[src/hdl/periodic_min_image_distance_top_defines.svh]
// assertion macros for the periodic minimum-image distance block
`ifndef PERIODIC_MIN_IMAGE_DISTANCE_TOP_DEFINES_SVH
`define PERIODIC_MIN_IMAGE_DISTANCE_TOP_DEFINES_SVH
`ifndef SYNTHESIS
// checked on every clock edge outside reset
`define PMID_ASSERT(lbl, prop) \
  lbl: assert property (@(posedge clk_i) disable iff (!rst_ni) (prop)) \
    else $error("pmid assertion failed");
// checked on every clock edge, reset included
`define PMID_ASSERT_ALWAYS(lbl, prop) \
  lbl: assert property (@(posedge clk_i) (prop)) \
    else $error("pmid assertion failed");
`else
`define PMID_ASSERT(lbl, prop)
`define PMID_ASSERT_ALWAYS(lbl, prop)
`endif
`endif

[src/hdl/pmid_pkg.sv]
// shared types and constants of the periodic minimum-image distance block
package pmid_pkg;

  localparam int unsigned NR_W = 35;
  localparam int unsigned V_W  = 40;
  localparam logic signed [V_W-1:0] SAT_POS = V_W'(64'sd2147483646);
  localparam logic signed [V_W-1:0] SAT_NEG = V_W'(-64'sd2147483646);
  localparam logic [30:0] OUT_MAX = 31'h7FFF_FFFF;

  typedef enum logic [2:0] {
    REG_LAT_A = 3'd0,
    REG_LAT_B = 3'd1,
    REG_LAT_C = 3'd2,
    REG_INV_A = 3'd3,
    REG_INV_B = 3'd4,
    REG_INV_C = 3'd5
  } pmid_reg_e;

  typedef struct packed {
    logic signed [31:0] e00;
    logic signed [31:0] e10;
    logic signed [31:0] e11;
    logic signed [31:0] e20;
    logic signed [31:0] e21;
    logic signed [31:0] e22;
  } pmid_tri_t;

  // negated wrapped cell offset, floored to Q.16
  typedef struct packed {
    logic signed [NR_W-1:0] nr0;
    logic signed [NR_W-1:0] nr1;
    logic signed [NR_W-1:0] nr2;
  } pmid_img_t;

  typedef struct packed {
    logic full;
    logic empty;
  } pmid_qstat_t;

endpackage

[src/hdl/pmid_queue.sv]
// short queue between the front and the image scan
module pmid_queue
  import pmid_pkg::*;
(
  input  logic        clk_i,
  input  logic        rst_ni,
  input  logic        push_i,
  input  pmid_img_t   push_data_i,
  input  logic        pop_i,
  output pmid_img_t   pop_data_o,
  output pmid_qstat_t stat_o
);
`include "periodic_min_image_distance_top_defines.svh"

  localparam int unsigned DEPTH = 4;
  localparam int unsigned AW    = $clog2(DEPTH);

  pmid_img_t mem_q [DEPTH];
  logic [AW-1:0] wr_q, rd_q;
  logic [AW:0]   cnt_q;

  assign stat_o.full  = (cnt_q == (AW+1)'(DEPTH));
  assign stat_o.empty = (cnt_q == '0);
  assign pop_data_o   = mem_q[rd_q];

  always_ff @(posedge clk_i) begin
    if (push_i) begin
      mem_q[wr_q] <= push_data_i;
    end
  end

  always_ff @(posedge clk_i or negedge rst_ni) begin
    if (!rst_ni) begin
      wr_q  <= '0;
      rd_q  <= '0;
      cnt_q <= '0;
    end else begin
      if (push_i) wr_q <= wr_q + 1'b1;
      if (pop_i)  rd_q <= rd_q + 1'b1;
      cnt_q <= cnt_q + (AW+1)'(push_i) - (AW+1)'(pop_i);
    end
  end

  `PMID_ASSERT(a_no_push_full, push_i |-> (!stat_o.full || pop_i))
  `PMID_ASSERT(a_no_pop_empty, pop_i |-> !stat_o.empty)
  `PMID_ASSERT(a_cnt_range, cnt_q <= (AW+1)'(DEPTH))

endmodule

[config.mk]
export PLATFORM = sky130hd
export DESIGN_NAME = pmid_queue
export DESIGN_NICKNAME = d
export VERILOG_FILES = /design/src/hdl/pmid_pkg.sv /design/src/hdl/pmid_queue.sv
export VERILOG_INCLUDE_DIRS = /design/src /design/src/hdl
export SDC_FILE = /design/constraint.sdc
export NUM_CORES = 1
export LEC_CHECK = 0
export ABC_CLOCK_PERIOD_IN_PS = 4150
export BUFFER_PORTS_ARGS = -buffer_cell sky130_fd_sc_hd__clkbuf_2
export CAP_MARGIN = 20
export CORE_MARGIN = 2
export CORE_UTILIZATION = 55
export CTS_CLUSTER_DIAMETER = 60
export DETAILED_ROUTE_END_ITERATION = 16
export PLACE_DENSITY_LB_ADDON = 0.05
export SLEW_MARGIN = 15
export SYNTH_ARGS = -nofsm -noshare
export SYNTH_HDL_FRONTEND = slang
export SYNTH_SLANG_ARGS = --single-unit
[constraint.sdc]
create_clock -name clk_i -period 4.15 [get_ports clk_i]
set_input_delay 0.2075 -clock clk_i [delete_from_list [all_inputs] [get_ports clk_i]]
set_output_delay 0.2075 -clock clk_i [all_outputs]
set_load 0.01 [all_outputs]
==> summary.md, run 1 <==
| Metric | Value |
|---|---|
| Area of the multi-input gates | `2562 µm²` |
| 1st-pass router iterations | `4` |
| CP required | `3940 ps` |
| Crit Path Category | `reg2out` |
| Setup crit end | `pop_data_o[63]` |
| Via Count | `about 7,300` |
| Reg2reg path depth | `4` |
| Final period util | `0.6673` |
| Clk_lat worst skew | `510 ps` |
| Commonest non-fill, non-tap cell in the layout | `edfxtp_1` |
| Total power | `13.29 mW` |
| Reg2Reg Launch Point | `wr_q[0]` |
| DRC viols | `0` |
| DP Wirelength | `roughly 16,000 µm` |
| Vias in the first global route | `7,975` |
| I/O pin cnt | `216` |
| Number of DRC markers in iteration 0 | `about 440` |
| Worst hold path class | `in2reg` |
| Final critical-path required period | `2769 ps` |
| Final hold vios | `0` |
| Ys flop type | `edfxtp_1` |
| Synthesized area | `approximately 16,000 µm²` |
| Most frequent cells in the layout | `edfxtp_1, clkbuf_2, dlygate4sd3_1` |
| Mux cell area share after synthesis | `0.1524` |
| Psw | `between 3 and 4 mW` |
| Detail Route Antenna Nets | `0` |
| Synth Area in Compound Gates | `0.0003226` |
| Crit path launch | `rd_q[0]` |
| Clk buf depth | `3` |
| Flop pwr share | `0.453` |
| First-pass GRT wire length | `43,990 µm` |
| Max Cap Viol | `0` |
| Post-Synth Adder-Cell Area | `0.006130` |
| R2R Setup Slk | `roughly 1900 ps` |
| LEAKAGE | `6.788 nW` |
| Fillcell total | `between 1,500 and 2,000` |
| Cell Rows | `61` |
| Post-Route Utilization | `0.7010` |
| Max Freq | `0.3611 GHz` |
| Total negative setup slack | `0 ps` |
| Internal power | `9.550 mW` |
| CTS buffer count | `between 40 and 50` |
| Total gr overflow | `0` |
| DR WL/cell | `21.50 µm` |
| Syn_nets | `between 600 and 700` |
| Layout cells sized above 1 | `0.4010` |
| EDFF count, synth | `420` |
| Placed instance count | `1,159` |
| RR Endpoint | `mem_q[0][8]` |
| Combinational power share | `0.274` |
| CTS tree | `built` |
| WL final | `28,880 µm` |
| Slowest Stage Delay on Critical Path | `870 ps` |
| Initial Utilization | `0.5584` |
| Worst ir drop on vdd | `0.0004475 V` |
| Clock skew after layout | `7.037 ps` |
| Via density | `roughly 5.4` |
| Placer Congestion | `0.7201` |
| Largest net degree at the start of global routing | `62` |
| Area Growth Syn to Fin | `25.54%` |
| Dpl ws | `1850 ps` |
| Antenna violations before repair | `0` |
| Final Slew Violations | `0` |
| Simple-gate portion of the synthesized area | `0.002823` |
| Post-Syn Instances | `583` |
| Avg Cell Area, Syn | `between 20 and 30 µm²` |
| Die Area | `29,570 µm²` |
| Worst slew pin tran | `approximately 970 ps` |
| Slew HR | `0.3535` |
| Area occupied by registers | `around 13,000 µm²` |
| IO Port Bufs | `215` |
| PD cells | `682.2 nW/µm²` |
| Clock transition at path regs | `roughly 60 ps` |
| CP max-delay cell | `dfrtp_4` |
| Nets | `1,049` |
| Antenna cells | `0` |
| Critical Path Source Type | `register` |
| All-Layer GR Usage | `0.1992` |
| Main combinational cell family by area after synthesis | `multiplexers` |
| Post-cts resize count | `0` |
| Finished Layout Cells | `1,343` |
| Core Region | `27,780 µm²` |
| Synth Area in XOR/XNOR | `0.002823` |
| Die H | `172.0 µm` |
| H-tree depth | `2` |
| Crit-path max FO | `41` |
| Post-synthesis async set-or-reset flop share | `0.01639` |
| Sequential area share after synthesis | `0.8243` |
| Clk sinks | `roughly 430` |
| WP data arrival | `2560 ps` |
| Register bit count reported by yosys | `427` |
| CP Cell Sequence | `buf_12 -> mux4_2 -> clkbuf_2` |
| RSZ-0062 raised after global routing | `false` |
| Die Wd | `172.0 µm` |
| Synth unique cells | `18` |
| Switch share | `0.2813` |
| Status | `finished, final reports clean` |
| CTS root buf | `clkbuf_16` |
| CP endpoint kind | `output pin` |
| YS warnings | `0` |
| Clock group share of total power | `0.274` |
| Setup violators final | `0` |
| Final setup margin | `1381 ps` |
[per-layer routing]
| layer | track usage | share of wire |
|---|---|---|
| met1 | 0.2542 | 0.40 |
| met2 | 0.3429 | 0.51 |
| met5 | 0 | 0 |
| met3 | 0.05264 | 0.069 |
| met4 | 0.05444 | 0.021 |
[cell usage after synthesis, types with 2 or more instances]
cell type / count / area (µm²)
dfrtp_1: 7 / 175.2
nand2_1: 2 / 7.510
mux4_2: 105 / 2365
and2_1: 4 / 25.02
clkbuf_1: 5 / 18.77
buf_2: 13 / 65.06
ha_1: 6 / 75.07
edfxtp_1: 420 / 12610
buf_6: 4 / 45.04
xor2_1: 2 / 17.52
inv_1: 6 / 22.52
xnor2_1: 3 / 26.28
[how the worst min path moves through the flow]
| stage | from | depth (start not counted) | endpoint | slack (ps) |
|---|---|---|---|---|
| after global routing | push_i | 2 | wr_q[0] | 20 |
| after global placement | rst_ni | 1 | cnt_q[1] | 60 |
| after detailed placement | rst_ni | 1 | cnt_q[2] | 70 |
| final | push_i | 2 | wr_q[0] | 10 |
| after floorplan | rst_ni | 0 | cnt_q[0] | -90 |
| after CTS | push_i | 2 | wr_q[0] | 2 |
[logic make-up after synthesis]
logic type	after synthesis
compound gates	1
fa+ha+maj	7
mux	105
flops	427
buf+inv	30
simple gates	8
xor+xnor	5
[state kept, by name, summed over array words and instances (netlist names)]
register,count
cnt_q,3
rd_q,2
wr_q,2
mem_q,420
[power groups by stage]
stage	registers (mW)	clock network (mW)	logic, mW
6_report	6.01	3.64	3.64
5_1_grt	6.10	3.86	3.95
4_1_cts	6.04	3.70	3.73
3_5_place_dp	6.13	0	3.63
3_3_place_gp	6.07	0	3.61
2_1_floorplan	5.91	0	2.48
[layout make-up]
class / count / share of cell area
Inverter: 6 / 0.001156
Sequential cell: 427 / 0.6569
Timing Repair Buffer: 329 / 0.1174
Multi-Input combinational cell: 126 / 0.1316
Tap cell: 378 / 0.02428
Clock inverter: 20 / 0.008480
Clock buffer: 57 / 0.06013
[worst max-delay path, delay by kind of cell (launching register included)]
family | cells | cell delay (ps)
buf+inv | 2 | 540
flops | 1 | 870
mux | 1 | 570
[stage by stage]
stage | cell area [µm²] | hold slack (ps)
after floorplan | 15510 | -88.09
final | 19480 | 14.12
after global routing | 19480 | 18.62
after global placement | 17070 | 59.97
after CTS | 19480 | 2.249
after detailed placement | 17070 | 67.77
[what timing repair did]
item | in CTS | in global routing
buffers inserted | 0 | 0
hold buffers | 107 | 0
hold endpoints to repair | 429 | 0
No activity file was read; power rests on OpenSTA's default activity.
==> run 2: changes to the inputs <==
--- a/config.mk
+++ b/config.mk
@@ -6,7 +6,7 @@
 export SDC_FILE = /design/constraint.sdc
 export NUM_CORES = 1
 export LEC_CHECK = 0
-export ABC_CLOCK_PERIOD_IN_PS = 4150
+export ABC_CLOCK_PERIOD_IN_PS = 2900
 export BUFFER_PORTS_ARGS = -buffer_cell sky130_fd_sc_hd__clkbuf_2
 export CAP_MARGIN = 20
 export CORE_MARGIN = 2
==> constraint.sdc (replaced) <==
create_clock -name clk_i -period 2.9 [get_ports clk_i]
set_input_delay 0.145 -clock clk_i [delete_from_list [all_inputs] [get_ports clk_i]]
set_output_delay 0.145 -clock clk_i [all_outputs]
set_load 0.01 [all_outputs]
==> run 2 against run 1 <==
Hold slack better by 370 ps. Non-clock buffer count rose by 9. Power up 41%. Flip-flop and latch count is the same. Cell count up 0.37%. Sequential power rose by 39%. Register-to-register slack lost 900 ps.
==> summary.md, run 2 (same netlist as run 1, synthesis figures left out) <==
| Metric | Value |
|---|---|
| Die Wd | `172.0 µm` |
| Layout cells sized above 1 | `0.4035` |
| 1st-pass router iterations | `6` |
| Most Used Layer, Global Route | `met2` |
| M2 GR Usage | `0.3305` |
| DRC viols | `0` |
| I/O pin cnt | `216` |
| GR met1 Demand/Resource | `0.2643` |
| Total gr overflow | `0` |
| CTS buffer count | `42` |
| Final cell area excluding filler cells | `19,510 µm²` |
| Max reg flops | `420` |
| Slew HR | `0.6438` |
| Via Count | `about 7,300` |
| Clock skew after layout | `11.83 ps` |
| Clock transition at path regs | `60 ps` |
| Top reg by flops | `mem_q` |
| All-Layer GR Usage | `0.1963` |
| First-pass GRT wire length | `43,110 µm` |
| Core Region | `27,780 µm²` |
| Antenna violations before repair | `1` |
| Placed instance count | `1,166` |
| Vias in the first global route | `7,843` |
| RR Endpoint | `mem_q[1][4]` |
| Dpl ws | `853.6 ps` |
| Final hold vios | `0` |
| Number of DRC markers in iteration 0 | `607` |
| CP required | `between 2000 and 3000 ps` |
| Most frequent cells in the layout | `edfxtp_1, clkbuf_2, dlygate4sd3_1` |
| Commonest non-fill, non-tap cell in the layout | `edfxtp_1` |
| Crit Path Category | `reg2out` |
| Clk sinks | `about 430` |
| H-tree depth | `2` |
| R2R Setup Slk | `1020 ps` |
| Die Area | `29,570 µm²` |
| Area Growth Syn to Fin | `25.78%` |
| Area post-placement | `17,180 µm²` |
| Via density | `between 5 and 6` |
| Slowest Stage Delay on Critical Path | `about 610 ps` |
| Hold Path End | `rd_q[0]` |
| WL final | `28,630 µm` |
| Initial Utilization | `0.5584` |
| IO Port Bufs | `approximately 220` |
| Reg2reg path depth | `4` |
| Die H | `172.0 µm` |
| Reg2Reg Launch Point | `wr_q[1]` |
| Worst hold path class | `in2reg` |
| Critical Path Source Type | `register` |
| Status | `finished, final reports clean` |
| Placer Congestion | `0.7465` |
| Max Freq | `0.3932 GHz` |
| LEAKAGE | `6.807 nW` |
| Crit-path max FO | `53` |
| Setup violators final | `0` |
| Worst ir drop on vdd | `0.0006946 V` |
| CP endpoint kind | `output pin` |
| Final Slew Violations | `0` |
| Worst hold start | `pop_i` |
| CP max-delay cell | `dfrtp_4` |
| Detail Route Antenna Nets | `0` |
| Clk buf depth | `3` |
| RSZ-0062 raised after global routing | `false` |
| Finished Layout Cells | `1,348` |
| CTS root buf | `clkbuf_16` |
| Final period util | `0.8769` |
| Clk_lat worst skew | `520 ps` |
| Final setup margin | `~360 ps` |
| Post-cts resize count | `0` |
| WP data arrival | `about 2400 ps` |
| Max Cap Viol | `0` |
| Cell Rows | `61` |
| Final critical-path required period | `around 2500 ps` |
| WHS Path Cells | `3` |
| PD cells | `961.9 nW/µm²` |
| Hold Worst Slack | `380.5 ps` |
| CP Cell Sequence | `buf_12 -> mux4_2 -> clkbuf_2` |
| M3 GR Usage | `0.04601` |
| DP Wirelength | `roughly 17,000 µm` |
| CTS tree | `built` |
| Largest net degree at the start of global routing | `55` |
| DR WL/cell | `21.24 µm` |
| Total negative setup slack | `0 ps` |
| Nets | `1,057` |
| Largest registers | `mem_q (420), cnt_q (3)` |
| Worst slew pin tran | `~530 ps` |
run 2: cell count changes in the layout (fill, tap and decap cells not counted), sizes merged:
| cell | delta |
|---|---|
| buf | +7 |
| bufinv | -3 |
| clkbuf | -6 |
| clkinv | +4 |
| diode | +1 |
| dlygate4sd3 | +2 |
run 2: critical path, delay by kind of cell (launching register included):
kind / cells / cell delay [ps]
buffers and inverters: 2 / 520
flip-flops: 1 / 610
multiplexers: 1 / 610
run 2: layout make-up:
| type | instances | area, µm² |
|---|---|---|
| Antenna cell | 1 | 2.502 |
| Clock buffer | 51 | 1149 |
| Clock inverter | 21 | 86.33 |
| Fill cell | 1787 | 8269 |
| Inverter | 6 | 22.52 |
| Multi-Input combinational cell | 126 | 2562 |
| Sequential cell | 427 | 12790 |
| Tap cell | 378 | 473.0 |
| Timing Repair Buffer | 338 | 2422 |
run 2: metrics by stage:
step	util	power (mW)
floorplan	-	11.94
global placement	0.6185	13.94
detailed placement	0.6185	14.06
CTS	0.7023	19.05
global route	0.7024	19.66
finish	0.7024	18.77
run 2: power breakdown:
part           internal (mW)  switching, mW
Clock                   2.79           2.08
Combinational           2.59           2.94
Sequential              8.07          0.303
Total                   13.4           5.33
run 2: layer usage:
| layer | routed length (µm) | vias to the layer above |
|---|---|---|
| met4 | 524 | 0 |
| met5 | 0 | - |
| li1 | - | 3241 |
| met1 | 11940 | 3788 |
| met3 | 1850 | 43 |
| met2 | 14310 | 231 |
run 2: how the worst max path moves through the flow:
stage	start	end	cells past startpoint
after floorplan	wr_q[0]	mem_q[0][0]	3
after global placement	rd_q[0]	pop_data_o[4]	3
after detailed placement	rd_q[0]	pop_data_o[4]	3
after CTS	rd_q[0]	pop_data_o[4]	3
after global routing	rd_q[0]	pop_data_o[4]	3
final	rd_q[0]	pop_data_o[4]	3
run 2: repair_timing:
item,CTS,global route
hold buffers,109,0
setup endpoints to repair,0,0
setup buffers,0,0
endpoints found under the hold margin,432,0
==> run 3: changes to the inputs <==
--- a/config.mk
+++ b/config.mk
@@ -6,6 +6,7 @@
 export SDC_FILE = /design/constraint.sdc
 export NUM_CORES = 1
 export LEC_CHECK = 0
+export ABC_AREA = 1
 export ABC_CLOCK_PERIOD_IN_PS = 2900
 export BUFFER_PORTS_ARGS = -buffer_cell sky130_fd_sc_hd__clkbuf_2
 export CAP_MARGIN = 20
==> run 3 against run 2 <==
Hold slack worse by 7.2 ps. Combinational power grew 36%. Non-clock buffer count grew 7. Sequential share of layout area shrank 7.5 points. Critical endpoint is now pop_data_o[33].
==> summary.md, run 3 <==
| Metric | Value |
|---|---|
| CP max-delay cell | `buf_12` |
| Worst ir drop on vdd | `0.001405 V` |
| Final period util | `0.8586` |
| Area of the multi-input gates | `3204 µm²` |
| H-tree depth | `2` |
| Largest registers | `mem_q (420), cnt_q (3)` |
| Clk sinks | `427` |
| Placed instance count | `~2,300` |
| Vias in the first global route | `11,430` |
| Final setup margin | `410.1 ps` |
| Slowest Stage Delay on Critical Path | `550 ps` |
| I/O pin cnt | `between 200 and 250` |
| Cell Rows | `66` |
| Clk buf depth | `3` |
| CTS root buf | `clkbuf_16` |
| Clk_lat worst skew | `520 ps` |
| Detail Route Antenna Nets | `0` |
| Placer Congestion | `0.7282` |
| Max Cap Viol | `0` |
| Via density | `4.708` |
| Crit-path max FO | `about 210` |
| Critical Path Source Type | `register` |
| Clock transition at path regs | `roughly 60 ps` |
| CP Cell Sequence | `buf_12 -> nand2_1 -> nand3_1 -> nand2_1 -> clkbuf_2` |
| Total gr overflow | `0` |
| First-pass GRT wire length | `57,900 µm` |
| DP Wirelength | `between 20,000 and 25,000 µm` |
| Layout cells sized above 1 | `0.1456` |
| Total negative setup slack | `0 ps` |
| CP required | `~2800 ps` |
| Final hold vios | `0` |
| Max Freq | `approximately 0.4 GHz` |
| Core Region | `32,450 µm²` |
| Nets | `2,128` |
| Slew HR | `0.2249` |
| Die Wd | `185.4 µm` |
| Finished Layout Cells | `between 2,000 and 2,500` |
| Syn_nets | `1,808` |
| CTS tree | `built` |
| WP data arrival | `2340 ps` |
| Top reg by flops | `mem_q` |
| CP endpoint kind | `output pin` |
| Worst path buffer plus inverter count | `2` |
| Ys flop type | `edfxtp_1` |
| Avg Cell Area, Syn | `10.70 µm²` |
| PD cells | `961.4 nW/µm²` |
| YS warnings | `0` |
| Final critical-path required period | `2490 ps` |
| EDFF count, synth | `420` |
| Status | `finished, final reports clean` |
| Most frequent cells in the layout | `nand2_1, inv_1, edfxtp_1` |
| Die Area | `34,390 µm²` |
| Number of DRC markers in iteration 0 | `624` |
| WL final | `36,890 µm` |
| CP top delay family | `buffers and inverters` |
| Synthesized area | `18,100 µm²` |
| Synth unique cells | `17` |
| CTS buffer count | `44` |
| Worst hold path class | `in2reg` |
| Post-synth top area share | `0.6966` |
| Post-synthesis async set-or-reset flop share | `0.01639` |
| LEAKAGE | `10.26 nW` |
| DRC viols | `0` |
| Count leader, synth | `nand2_1` |
| Post-Syn Instances | `1,692` |
| Synth area leaders | `edfxtp_1, nand2_1, inv_1` |
| Initial Utilization | `0.5579` |
| Final Slew Violations | `0` |
| Sequential area share after synthesis | `0.7063` |
| Area Growth Syn to Fin | `21.60%` |
| Commonest non-fill, non-tap cell in the layout | `nand2_1` |
| Most instantiated cells after synthesis | `nand2_1, inv_1, edfxtp_1` |
| Clock skew after layout | `between 10 and 15 ps` |
| Register bit count reported by yosys | `between 400 and 500` |
| Dpl ws | `887.7 ps` |
| Crit Path Category | `reg2out` |
| Worst slew pin tran | `1163 ps` |
| Max reg flops | `between 400 and 500` |
| Largest area contributor in the netlist | `edfxtp_1` |
| Via Count | `approximately 12,000` |
| RSZ-0062 raised after global routing | `false` |
| Crit path top cell by count | `nand2_1` |
| Die H | `around 190 µm` |
| Area occupied by registers | `12,790 µm²` |
| Largest net degree at the start of global routing | `between 200 and 250` |
| Setup violators final | `0` |
| IO Port Bufs | `215` |
| Fillcell total | `2,470` |
| Antenna violations before repair | `3` |
| 1st-pass router iterations | `5` |
| All-Layer GR Usage | `0.2168` |
| DR WL/cell | `14.85 µm` |
[run 3: report_power, final]
| part | internal (mW) | total [mW] | leakage, nW | switching (mW) |
|---|---|---|---|---|
| Combinational | 2.43 | 7.53 | 5.66 | 5.10 |
| Clock | 3.16 | 5.31 | 0.656 | 2.15 |
| Sequential | 8.07 | 8.33 | 3.94 | 0.254 |
| Total | 13.7 | 21.2 | 10.3 | 7.50 |
[run 3: repair_timing]
item	CTS	global route
resized for setup	0	0
hold endpoints to repair	432	0
hold buffers	109	0
setup buffers	0	0
[run 3: path summary, 6_finish.rpt]
kind                                 start              to  slack (ps)  cells after the start
max                                rd_q[0]  pop_data_o[33]         410                      5
min                        push_data_i[89]    mem_q[2][89]         370                      2
max reg2reg                        wr_q[0]    mem_q[3][61]         900                      4
min reg2reg                        wr_q[0]         wr_q[0]         530                      1
max in group asynchronous           rst_ni         rd_q[0]        2020                      3
min in group asynchronous           rst_ni        cnt_q[0]         600                      3
[run 3: cells by family (layout without fill, tap and decap cells)]
logic type,Yosys count,count (layout),synth area share
xor gates and xnor gates,3,3,0.001452
buffers and inverters,505,853,0.1167
AOI/OAI and AO/OA,1,1,0.0002762
adders and majority gates,7,7,0.005252
DFF,427,427,0.7063
and+or+nand+nor,749,749,0.1700
other,0,2,0
[run 3: cell type report]
| type | count | share of cell area |
|---|---|---|
| Antenna cell | 2 | 0.0002273 |
| Tap cell | 442 | 0.02512 |
| Clock inverter | 20 | 0.008411 |
| Timing Repair Buffer | 345 | 0.1118 |
| Clock buffer | 54 | 0.05268 |
| Multi-Input combinational cell | 760 | 0.1455 |
| Sequential cell | 427 | 0.5812 |
| Inverter | 434 | 0.07502 |
[run 3: metrics by stage]
step / util / hold slack [ps] / area (µm²) / power [mW]
after floorplan: - / -150.6 / 18120 / 13.36
after global placement: 0.6032 / -9.430 / 19580 / 15.82
after detailed placement: 0.6032 / -1.528 / 19580 / 15.96
after CTS: 0.6782 / 350.4 / 22010 / 21.39
after global routing: 0.6784 / 363.6 / 22020 / 22.49
final: 0.6784 / 373.3 / 22020 / 21.17
[run 3: worst reg2reg max path, stage by stage, from the launching register on]
cell and delay, ps:
dfrtp_1 420, ha_1 210, nand2_1 110, clkinvlp_4 560, buf_12 430
[run 3: per-layer routing]
layer,share of wire,GRT usage
met5,0.00035,0
met1,0.43,0.2763
met3,0.057,0.04208
met2,0.50,0.3788
met4,0.015,0.06063
